**config.mk**
```make
export PLATFORM = sky130hd
export DESIGN_NAME = s_expression_tokenizer
export DESIGN_NICKNAME = d
export VERILOG_FILES = /design/src/rtl/stp_pkg.sv /design/src/rtl/stp_front.sv /design/src/rtl/stp_queue.sv /design/src/rtl/stp_back.sv /design/src/rtl/s_expression_tokenizer.sv
export SDC_FILE = /design/constraint.sdc
export NUM_CORES = 1
export LEC_CHECK = 0
export ABC_CLOCK_PERIOD_IN_PS = 15950
export BUFFER_PORTS_ARGS = -buffer_cell sky130_fd_sc_hd__buf_2
export CAP_MARGIN = 0
export CORE_ASPECT_RATIO = 1.4
export CORE_MARGIN = 4
export CORE_UTILIZATION = 46
export DETAILED_ROUTE_END_ITERATION = 10
export PLACE_DENSITY = 0.62
export SLEW_MARGIN = 10
export SYNTH_ARGS = -nofsm -noshare
export SYNTH_HDL_FRONTEND = slang
export SYNTH_SLANG_ARGS = --single-unit
```
**constraint.sdc**
```tcl
create_clock -name clk_i -period 15.95 [get_ports clk_i]
set_input_delay 0 -clock clk_i [delete_from_list [all_inputs] [get_ports clk_i]]
set_output_delay 0 -clock clk_i [all_outputs]
set_load 0.01 [all_outputs]
```
**src/rtl/stp_pkg.sv**
```systemverilog
`timescale 1ns / 1ps
`default_nettype none

package stp_pkg;

  // width of every position field on the result ports
  localparam int unsigned OutPosW = 16;

  // entries of the queue between classifier and result stage
  localparam int unsigned QueueDepth = 2;
  localparam int unsigned QueuePtrW  = (QueueDepth > 1) ? $clog2(QueueDepth) : 1;
  localparam int unsigned QueueCntW  = $clog2(QueueDepth + 1);

  // characters the scanner tests for
  localparam logic [7:0] CharSpace  = 8'h20;
  localparam logic [7:0] CharTab    = 8'h09;
  localparam logic [7:0] CharNewln  = 8'h0A;
  localparam logic [7:0] CharLparen = 8'h28;
  localparam logic [7:0] CharRparen = 8'h29;
  localparam logic [7:0] CharDot    = 8'h2E;
  localparam logic [7:0] CharZero   = 8'h30;
  localparam logic [7:0] CharNine   = 8'h39;

  typedef enum logic [2:0] {
    KIND_LPAREN = 3'd0,
    KIND_RPAREN = 3'd1,
    KIND_IDENT  = 3'd2,
    KIND_INT    = 3'd3,
    KIND_FLOAT  = 3'd4,
    KIND_EOF    = 3'd5
  } token_kind_e;

  typedef struct packed {
    logic [7:0] source_byte;
    logic       end_of_source;
  } item_t;

  typedef struct packed {
    token_kind_e        token_kind;
    logic [OutPosW-1:0] begin_line;
    logic [OutPosW-1:0] start_column;
    logic [OutPosW-1:0] end_line;
    logic [OutPosW-1:0] stop_column;
    logic               last_of_run;
  } token_t;

  // all the records one source item causes
  typedef struct packed {
    logic   two;
    token_t first;
    token_t second;
  } event_t;

endpackage

`default_nettype wire

```
**src/rtl/stp_front.sv**
```systemverilog
`timescale 1ns / 1ps
`default_nettype none

module stp_front #(
  parameter int unsigned POSITION_BITS = 16
) (
  input  wire logic           clk_i,
  input  wire logic           rst_ni,
  input  wire logic           accept_i,
  input  wire stp_pkg::item_t item_i,
  output logic                ev_valid_o,
  output stp_pkg::event_t     ev_o
);
  import stp_pkg::*;

  localparam logic [1:0] ModeIdle   = 2'd0;
  localparam logic [1:0] ModeNumber = 2'd1;
  localparam logic [1:0] ModeIdent  = 2'd2;

  localparam int unsigned ExtW = POSITION_BITS + OutPosW;

  logic [1:0]               mode_q, mode_d;
  logic                     dot_q, dot_d;
  logic [POSITION_BITS-1:0] line_q, line_d;
  logic [POSITION_BITS-1:0] col_q, col_d;
  logic [POSITION_BITS-1:0] tsl_q, tsl_d;
  logic [POSITION_BITS-1:0] tsc_q, tsc_d;

  logic [ExtW-1:0] line_x, col_x, tsl_x, tsc_x;

  logic [1:0]  mode_eff;
  logic [7:0]  ch;
  logic        is_digit, is_dot, is_nl, is_blank, is_paren;
  logic        close, idle_go, single;
  token_kind_e word_kind, single_kind;
  token_t      word_rec, single_rec;
  logic [POSITION_BITS-1:0] line_inc, col_inc;

  assign line_x = {{OutPosW{1'b0}}, line_q};
  assign col_x  = {{OutPosW{1'b0}}, col_q};
  assign tsl_x  = {{OutPosW{1'b0}}, tsl_q};
  assign tsc_x  = {{OutPosW{1'b0}}, tsc_q};

  // saturating position increments
  assign line_inc = (line_q == '1) ? line_q : line_q + 1'b1;
  assign col_inc  = (col_q == '1) ? col_q : col_q + 1'b1;

  assign ch       = item_i.source_byte;
  assign is_digit = (ch >= CharZero) && (ch <= CharNine);
  assign is_dot   = (ch == CharDot);
  assign is_nl    = (ch == CharNewln);
  assign is_blank = (ch == CharSpace) || (ch == CharTab);
  assign is_paren = (ch == CharLparen) || (ch == CharRparen);

  always_comb begin
    unique case (mode_q)
      ModeNumber: mode_eff = ModeNumber;
      ModeIdent:  mode_eff = ModeIdent;
      default:    mode_eff = ModeIdle;
    endcase
  end

  always_comb begin
    close   = 1'b0;
    idle_go = 1'b0;
    if (item_i.end_of_source) begin
      close = (mode_eff != ModeIdle);
    end else begin
      unique case (mode_eff)
        ModeNumber: close = !(is_digit || is_dot);
        ModeIdent:  close = is_blank || is_nl || is_paren;
        default:    close = 1'b0;
      endcase
      idle_go = close || (mode_eff == ModeIdle);
    end
  end

  // record that is not a word: end of file or a paren
  assign single = item_i.end_of_source || (idle_go && is_paren);

  always_comb begin
    if (item_i.end_of_source) begin
      single_kind = KIND_EOF;
    end else if (ch == CharLparen) begin
      single_kind = KIND_LPAREN;
    end else begin
      single_kind = KIND_RPAREN;
    end
    if (mode_eff == ModeNumber) begin
      word_kind = dot_q ? KIND_FLOAT : KIND_INT;
    end else begin
      word_kind = KIND_IDENT;
    end
  end

  always_comb begin
    word_rec.token_kind   = word_kind;
    word_rec.begin_line   = tsl_x[OutPosW-1:0];
    word_rec.start_column = tsc_x[OutPosW-1:0];
    word_rec.end_line     = line_x[OutPosW-1:0];
    word_rec.stop_column  = col_x[OutPosW-1:0];
    word_rec.last_of_run  = !single;

    single_rec.token_kind   = single_kind;
    single_rec.begin_line   = line_x[OutPosW-1:0];
    single_rec.start_column = col_x[OutPosW-1:0];
    single_rec.end_line     = line_x[OutPosW-1:0];
    single_rec.stop_column  = col_x[OutPosW-1:0];
    single_rec.last_of_run  = 1'b1;
  end

  assign ev_valid_o = accept_i && (close || single);
  assign ev_o.two    = close && single;
  assign ev_o.first  = close ? word_rec : single_rec;
  assign ev_o.second = single_rec;

  // next scan state
  always_comb begin
    mode_d = mode_eff;
    dot_d  = dot_q;
    line_d = line_q;
    col_d  = col_q;
    tsl_d  = tsl_q;
    tsc_d  = tsc_q;
    if (close || item_i.end_of_source) begin
      mode_d = ModeIdle;
      dot_d  = 1'b0;
    end
    if (idle_go) begin
      if (is_nl) begin
        line_d = line_inc;
        col_d  = {{(POSITION_BITS-1){1'b0}}, 1'b1};
      end else if (is_blank || is_paren) begin
        col_d = col_inc;
      end else begin
        tsl_d  = line_q;
        tsc_d  = col_q;
        dot_d  = 1'b0;
        mode_d = is_digit ? ModeNumber : ModeIdent;
        col_d  = col_inc;
      end
    end else if (!item_i.end_of_source) begin
      // word keeps running
      if (is_dot) begin
        dot_d = 1'b1;
      end
      col_d = col_inc;
    end
  end

  always_ff @(posedge clk_i or negedge rst_ni) begin
    if (!rst_ni) begin
      mode_q <= ModeIdle;
      dot_q  <= 1'b0;
      line_q <= {{(POSITION_BITS-1){1'b0}}, 1'b1};
      col_q  <= {{(POSITION_BITS-1){1'b0}}, 1'b1};
      tsl_q  <= {{(POSITION_BITS-1){1'b0}}, 1'b1};
      tsc_q  <= {{(POSITION_BITS-1){1'b0}}, 1'b1};
    end else if (accept_i) begin
      mode_q <= mode_d;
      dot_q  <= dot_d;
      line_q <= line_d;
      col_q  <= col_d;
      tsl_q  <= tsl_d;
      tsc_q  <= tsc_d;
    end
  end

endmodule

`default_nettype wire

```
**src/rtl/stp_queue.sv**
```systemverilog
`timescale 1ns / 1ps
`default_nettype none

module stp_queue (
  input  wire logic            clk_i,
  input  wire logic            rst_ni,
  input  wire logic            wr_i,
  input  wire stp_pkg::event_t wr_data_i,
  output logic                 full_o,
  input  wire logic            rd_i,
  output logic                 rd_valid_o,
  output stp_pkg::event_t      rd_data_o
);
  import stp_pkg::*;

  event_t                mem_q [QueueDepth];
  logic [QueuePtrW-1:0]  wr_ptr_q, wr_ptr_d;
  logic [QueuePtrW-1:0]  rd_ptr_q, rd_ptr_d;
  logic [QueueCntW-1:0]  cnt_q, cnt_d;
  logic                  do_wr, do_rd;

  assign full_o     = (cnt_q == QueueCntW'(QueueDepth));
  assign rd_valid_o = (cnt_q != '0);
  assign rd_data_o  = mem_q[rd_ptr_q];

  assign do_wr = wr_i && !full_o;
  assign do_rd = rd_i && rd_valid_o;

  always_comb begin
    wr_ptr_d = wr_ptr_q;
    rd_ptr_d = rd_ptr_q;
    cnt_d    = cnt_q;
    if (do_wr) begin
      wr_ptr_d = (wr_ptr_q == QueuePtrW'(QueueDepth - 1)) ? '0 : wr_ptr_q + 1'b1;
    end
    if (do_rd) begin
      rd_ptr_d = (rd_ptr_q == QueuePtrW'(QueueDepth - 1)) ? '0 : rd_ptr_q + 1'b1;
    end
    if (do_wr && !do_rd) begin
      cnt_d = cnt_q + 1'b1;
    end else if (do_rd && !do_wr) begin
      cnt_d = cnt_q - 1'b1;
    end
  end

  always_ff @(posedge clk_i) begin
    if (do_wr) begin
      mem_q[wr_ptr_q] <= wr_data_i;
    end
  end

  always_ff @(posedge clk_i or negedge rst_ni) begin
    if (!rst_ni) begin
      wr_ptr_q <= '0;
      rd_ptr_q <= '0;
      cnt_q    <= '0;
    end else begin
      wr_ptr_q <= wr_ptr_d;
      rd_ptr_q <= rd_ptr_d;
      cnt_q    <= cnt_d;
    end
  end

endmodule

`default_nettype wire

```
**src/rtl/stp_back.sv**
```systemverilog
`timescale 1ns / 1ps
`default_nettype none

module stp_back (
  input  wire logic            clk_i,
  input  wire logic            rst_ni,
  input  wire logic            ev_valid_i,
  input  wire stp_pkg::event_t ev_i,
  output logic                 ev_pop_o,
  output logic                 empty_o,
  input  wire logic            pop_i,
  output stp_pkg::token_t      token_o
);
  import stp_pkg::*;

  logic   out_valid_q, out_valid_d;
  token_t out_q, out_d;
  logic   sub_q, sub_d;   // 1: second record of the head entry is next
  logic   load;

  assign empty_o = !out_valid_q;
  assign token_o = out_q;

  assign load = ev_valid_i && (!out_valid_q || pop_i);

  always_comb begin
    out_valid_d = out_valid_q && !pop_i;
    out_d       = out_q;
    sub_d       = sub_q;
    ev_pop_o    = 1'b0;
    if (load) begin
      out_valid_d = 1'b1;
      if (sub_q) begin
        out_d    = ev_i.second;
        sub_d    = 1'b0;
        ev_pop_o = 1'b1;
      end else begin
        out_d = ev_i.first;
        if (ev_i.two) begin
          sub_d = 1'b1;
        end else begin
          ev_pop_o = 1'b1;
        end
      end
    end
  end

  always_ff @(posedge clk_i) begin
    out_q <= out_d;
  end

  always_ff @(posedge clk_i or negedge rst_ni) begin
    if (!rst_ni) begin
      out_valid_q <= 1'b0;
      sub_q       <= 1'b0;
    end else begin
      out_valid_q <= out_valid_d;
      sub_q       <= sub_d;
    end
  end

endmodule

`default_nettype wire

```
**src/rtl/s_expression_tokenizer.sv**
```systemverilog
// S-expression tokenizer: turns a stream of source bytes into token words.
// Input side is a queue write port: a word (source_byte, end_of_source) is
// taken on a rising edge with push high and full low. Result side is a queue
// read port: while empty is low the oldest token word is on token_o, and it
// is taken on a rising edge with pop high.
// Each input word gives zero, one or two token words; last_of_run marks the
// final one of its run. Whitespace and word characters give nothing unless
// they close an open word. The classifier takes one input word per cycle
// while full is low and turns it into all its records in the cycle it is
// taken; the result stage hands out one token word per cycle while pop is
// high. Each token passes classifier -> queue -> output register before it
// shows on token_o.
// A two-entry event queue sits between classifier and result stage; when the
// receiver stalls (pop low) it fills and full rises, and no input is lost.
// Reset (async, active low) empties queue and output, puts the scanner
// between tokens at line 1, column 1. Positions saturate at their maximum.
`timescale 1ns / 1ps
`default_nettype none

module s_expression_tokenizer #(
  parameter int unsigned POSITION_BITS = 16
) (
  input  wire logic           clk_i,
  input  wire logic           rst_ni,
  input  wire logic           push,
  output logic                full,
  input  wire stp_pkg::item_t item_i,
  output logic                empty,
  input  wire logic           pop,
  output stp_pkg::token_t     token_o
);
  import stp_pkg::*;

  logic   accept;
  logic   ev_valid, q_full;
  event_t ev, q_head;
  logic   q_valid, q_pop;

  assign full   = q_full;
  assign accept = push && !q_full;

  // front: scan state and token classification
  stp_front #(
    .POSITION_BITS(POSITION_BITS)
  ) u_front (
    .clk_i     (clk_i),
    .rst_ni    (rst_ni),
    .accept_i  (accept),
    .item_i    (item_i),
    .ev_valid_o(ev_valid),
    .ev_o      (ev)
  );

  // decoupling queue; input words that make no token never enter it
  stp_queue u_queue (
    .clk_i     (clk_i),
    .rst_ni    (rst_ni),
    .wr_i      (ev_valid),
    .wr_data_i (ev),
    .full_o    (q_full),
    .rd_i      (q_pop),
    .rd_valid_o(q_valid),
    .rd_data_o (q_head)
  );

  // back: splits events into token words behind an output register
  stp_back u_back (
    .clk_i     (clk_i),
    .rst_ni    (rst_ni),
    .ev_valid_i(q_valid),
    .ev_i      (q_head),
    .ev_pop_o  (q_pop),
    .empty_o   (empty),
    .pop_i     (pop),
    .token_o   (token_o)
  );

  // the second word of a run is already queued when the first one leaves
  assert property (@(posedge clk_i) disable iff (!rst_ni)
    (!empty && pop && !token_o.last_of_run) |=> !empty)
    else $error("second token of a run missing");

  // parens are points: stop equals start
  assert property (@(posedge clk_i) disable iff (!rst_ni)
    (!empty && (token_o.token_kind == KIND_LPAREN || token_o.token_kind == KIND_RPAREN))
    |-> (token_o.end_line == token_o.begin_line &&
         token_o.stop_column == token_o.start_column))
    else $error("paren token with differing start and stop");

  // end of file always closes its run
  assert property (@(posedge clk_i) disable iff (!rst_ni)
    (!empty && token_o.token_kind == KIND_EOF) |-> token_o.last_of_run)
    else $error("end-of-file token not last of run");

endmodule

`default_nettype wire

```
==> flow_summary.toml <==
[run_status]
outcome = "finished, final reports clean"

[power]
power.leakage_nw = 5.058
peakVddDrop_mv = 0.07389
finalPower_mw = 2.218
power_density_mw_per_mm2 = 168.8

[floorplanning]
io_pins = 83
die_area_mm2 = 0.02748
start_util = 0.4651
die_height_um = 194.6
rows = 68
die_w_um = 141.3
coreArea_mm2 = 0.02459

[logic_synthesis]
synthFlopType = "edfxtp_1"
synth_top_cell_by_area = "edfxtp_1"
syn-cell-area_mm2 = 0.01144
ys_types = 55
ys_warn_count = 0
async_flop_share = 0.2580
seq_area_frac_synth = 0.7116
synthTopCellsByArea = "edfxtp_1 (55%), dfrtp_1 (15%), mux2_2 (5.9%)"
syn-num-nets = 746
syn_avg_cell_area_um2 = 15.75
synth_edf_count = 210
syn-instance-count = 726
yosysTopAreaCellShare = 0.5514
ys_seq_elements = 283

[worst_setup_path]
end_kind = "register"
cp_slowest_cell = "and2_2"
critPathMaxFanout = 37
cp-start-kind = "register"
critPathMaxStageDelay_ns = 0.79
cp_num_buf_inv = 2
path_cells = "inv_1 > ha_1 > a21o_1 > a21oi_1 > and2_2 > buf_4"
cp_top_family = "simple AND/OR/NAND/NOR gates"
critPathKind = "reg -> reg"
crit_required_ns = 16.10
cp.arrival_ns = 3.44

[timing]
period_share = 0.2059
fin_ws_ns = 12.67
finalSetupTns_ns = 0
skew_ns = 0.009626
worstMarginPinSlew_ns = 0.9828
max_freq_mhz = 304.5
relSlewSlack = 0.3448
hold_violations = 0
finalCriticalPeriod_ns = 3.284
finalSetupViolations = 0
slew_violations = 0
timing.hold.ws_ns = 0.08208
rsz0062_at_grt = "no"

[drt]
vias = 6102
drc = 0
via_per_inst = 5.265
drt_iter0_markers = 318
drt_first_pass_iters = 4
wl_per_cell_um = 17.51
antenna_left = 0
wl_mm = 20.30

[clock_tree]
clk_latency_ns = 0.52
hold_buffers = 9
clkSinkCount = 283
cts_resized = 0
postCtsSetupBuffers = 0
clock-root-buffer = "clkbuf_16"
cts-buffers-inserted = 26
clk_path_buf_depth = 3
cts_tree = "yes"
clk_pin_slew_ns = 0.06
cts_htree_levels = 1

[finish]
regArea_mm2 = 0.008143
final_nets = 844
drive_above_1_share = 0.2666
diodes = 0
nFillCells = 2029
multiInputGateArea_mm2 = 0.003124
area_growth_pct = 14.91

[placed_design]
hpwlAfterDp_mm = 12.70
dpl_worst_slack_ns = 12.64
routabilityCongestion = 0.8403
port_buffers = 82

[global_route]
grt_remaining_overflow = 0
antenna_found_initial = 0
grt_pass1_wl_mm = 33.23
grt_util_all_layers = 0.1494
grt_max_degree = 74
grt_pass1_vias = 6343

[flow_run]
maxCapViolCount = 0

[worst_hold_path]
hold_path.class = "in -> reg"
## placed cells by master, fill, tap and decap left out, types with 2 or more instances in the layout
master / netlist / final
mux2_2: 60 / 60
and3_1: 11 / 11
nor2b_4: 2 / 2
mux2_1: 25 / 25
clkinv_2: 0 / 4
nor3_1: 12 / 12
clkinvlp_4: 0 / 5
xnor2_1: 21 / 21
or3_1: 5 / 5
inv_1: 12 / 12
and2_2: 0 / 2
and4_1: 2 / 2
xor2_1: 6 / 6
a21oi_1: 13 / 12
nand2_1: 52 / 52
buf_4: 3 / 8
o21a_1: 4 / 4
a31oi_1: 4 / 3
clkbuf_1: 9 / 5
nor2b_1: 2 / 2
edfxtp_1: 210 / 210
nand2b_1: 5 / 5
mux4_2: 2 / 2
mux2_4: 8 / 8
a211o_1: 2 / 2
clkbuf_8: 0 / 2
o21ai_0: 42 / 42
clkbuf_16: 0 / 29
nor2_1: 24 / 24
dfstp_2: 4 / 4
ha_1: 7 / 7
buf_2: 9 / 81
nand3_1: 25 / 25
dlygate4sd3_1: 0 / 9
dfrtp_1: 69 / 67
a21oi_4: 1 / 2
mux2i_1: 36 / 36
nand4_1: 9 / 9
nor3_2: 2 / 2
## logic make-up after synthesis
kind of cell | synth area share
multiplexers | 0.1297
XOR/XNOR | 0.02068
adder cells (fa/ha/maj) | 0.007658
AND/OR/NAND/NOR | 0.07090
buffers and inverters | 0.01772
AO/OA/AOI/OAI | 0.04180
flip-flops | 0.7116
## synthesized netlist by cell type (2+ instances only)
cell	n
a211o_1	2
a21oi_1	13
a31oi_1	4
and2_1	2
and3_1	11
and4_1	2
buf_1	3
buf_2	9
buf_4	3
buf_6	4
clkbuf_1	9
dfrtp_1	69
dfstp_2	4
edfxtp_1	210
ha_1	7
inv_1	12
mux2_1	25
mux2_2	60
mux2_4	8
mux2i_1	36
mux4_2	2
nand2_1	52
nand2b_1	5
nand3_1	25
nand4_1	9
nor2_1	24
nor2b_1	2
nor2b_4	2
nor3_1	12
nor3_2	2
o21a_1	4
o21ai_0	42
or3_1	5
xnor2_1	21
xor2_1	6
## worst paths after layout
| check | slack, ns | depth (start not counted) | endpoint | start |
|---|---|---|---|---|
| worst max register to register | 12.67 | 6 | u_queue.mem_q[1][79] | u_front.mode_q[0] |
| max in group asynchronous | 15.04 | 2 | u_queue.rd_ptr_q | rst_ni |
| worst max-delay path | 12.67 | 6 | u_queue.mem_q[1][79] | u_front.mode_q[0] |
| min in group asynchronous | 0.18 | 2 | u_front.tsc_q[6] | rst_ni |
| worst min register to register | 0.48 | 1 | u_front.tsl_q[6] | u_front.tsl_q[6] |
| worst min-delay path | 0.08 | 4 | u_front.mode_q[0] | item_i[5] |
## power by group
group | total [mW] | switching, mW | internal, mW
Combinational | 0.517 | 0.315 | 0.202
Sequential | 1.08 | 0.0669 | 1.01
Clock | 0.620 | 0.262 | 0.358
Total | 2.22 | 0.644 | 1.57
## flip-flops by register name, summed over array words and instances (netlist names)
register / flops
u_front.line_q: 16
u_back.out_valid_q: 1
u_queue.rd_ptr_q: 1
u_back.token_o: 68
u_queue.mem_q: 142
u_front.dot_q: 1
u_front.col_q: 16
u_front.tsc_q: 16
u_front.tsl_q: 16
u_queue.wr_ptr_q: 1
u_queue.cnt_q: 2
u_front.mode_q: 2
u_back.sub_q: 1
## metal layers
metal / up-vias / share of wire / global-route usage
met2: 101 / 0.55 / 0.2760
met4: 0 / 0.019 / 0.04201
met3: 31 / 0.037 / 0.02092
met1: 3072 / 0.40 / 0.1806
li1: 2898 / - / -
met5: - / 0 / 0
## stage by stage
step             util  instance area (µm²)  std cells
4_1_cts        0.5344                13140       1159
5_1_grt        0.5344                13140       1159
3_3_place_gp   0.4950                12170       1102
3_5_place_dp   0.4950                12170       1102
6_report       0.5344                13140       1159
2_1_floorplan       -                11440        726
## worst reg2reg max path, cell delays in order (launching register included)
cell and delay (ns):
dfrtp_1 0.38, inv_1 0.09, ha_1 0.46, a21o_1 0.24, a21oi_1 0.34, and2_2 0.79, buf_4 0.62
## final cells by class
type | instances | area share
clock inverter | 12 | 0.008188
inverter | 12 | 0.003428
multi-input combinational | 403 | 0.2377
tap | 315 | 0.02999
timing repair buffer | 98 | 0.04227
clock buffer | 36 | 0.05874
sequential | 283 | 0.6196
Power figures use the tool's default switching activity.
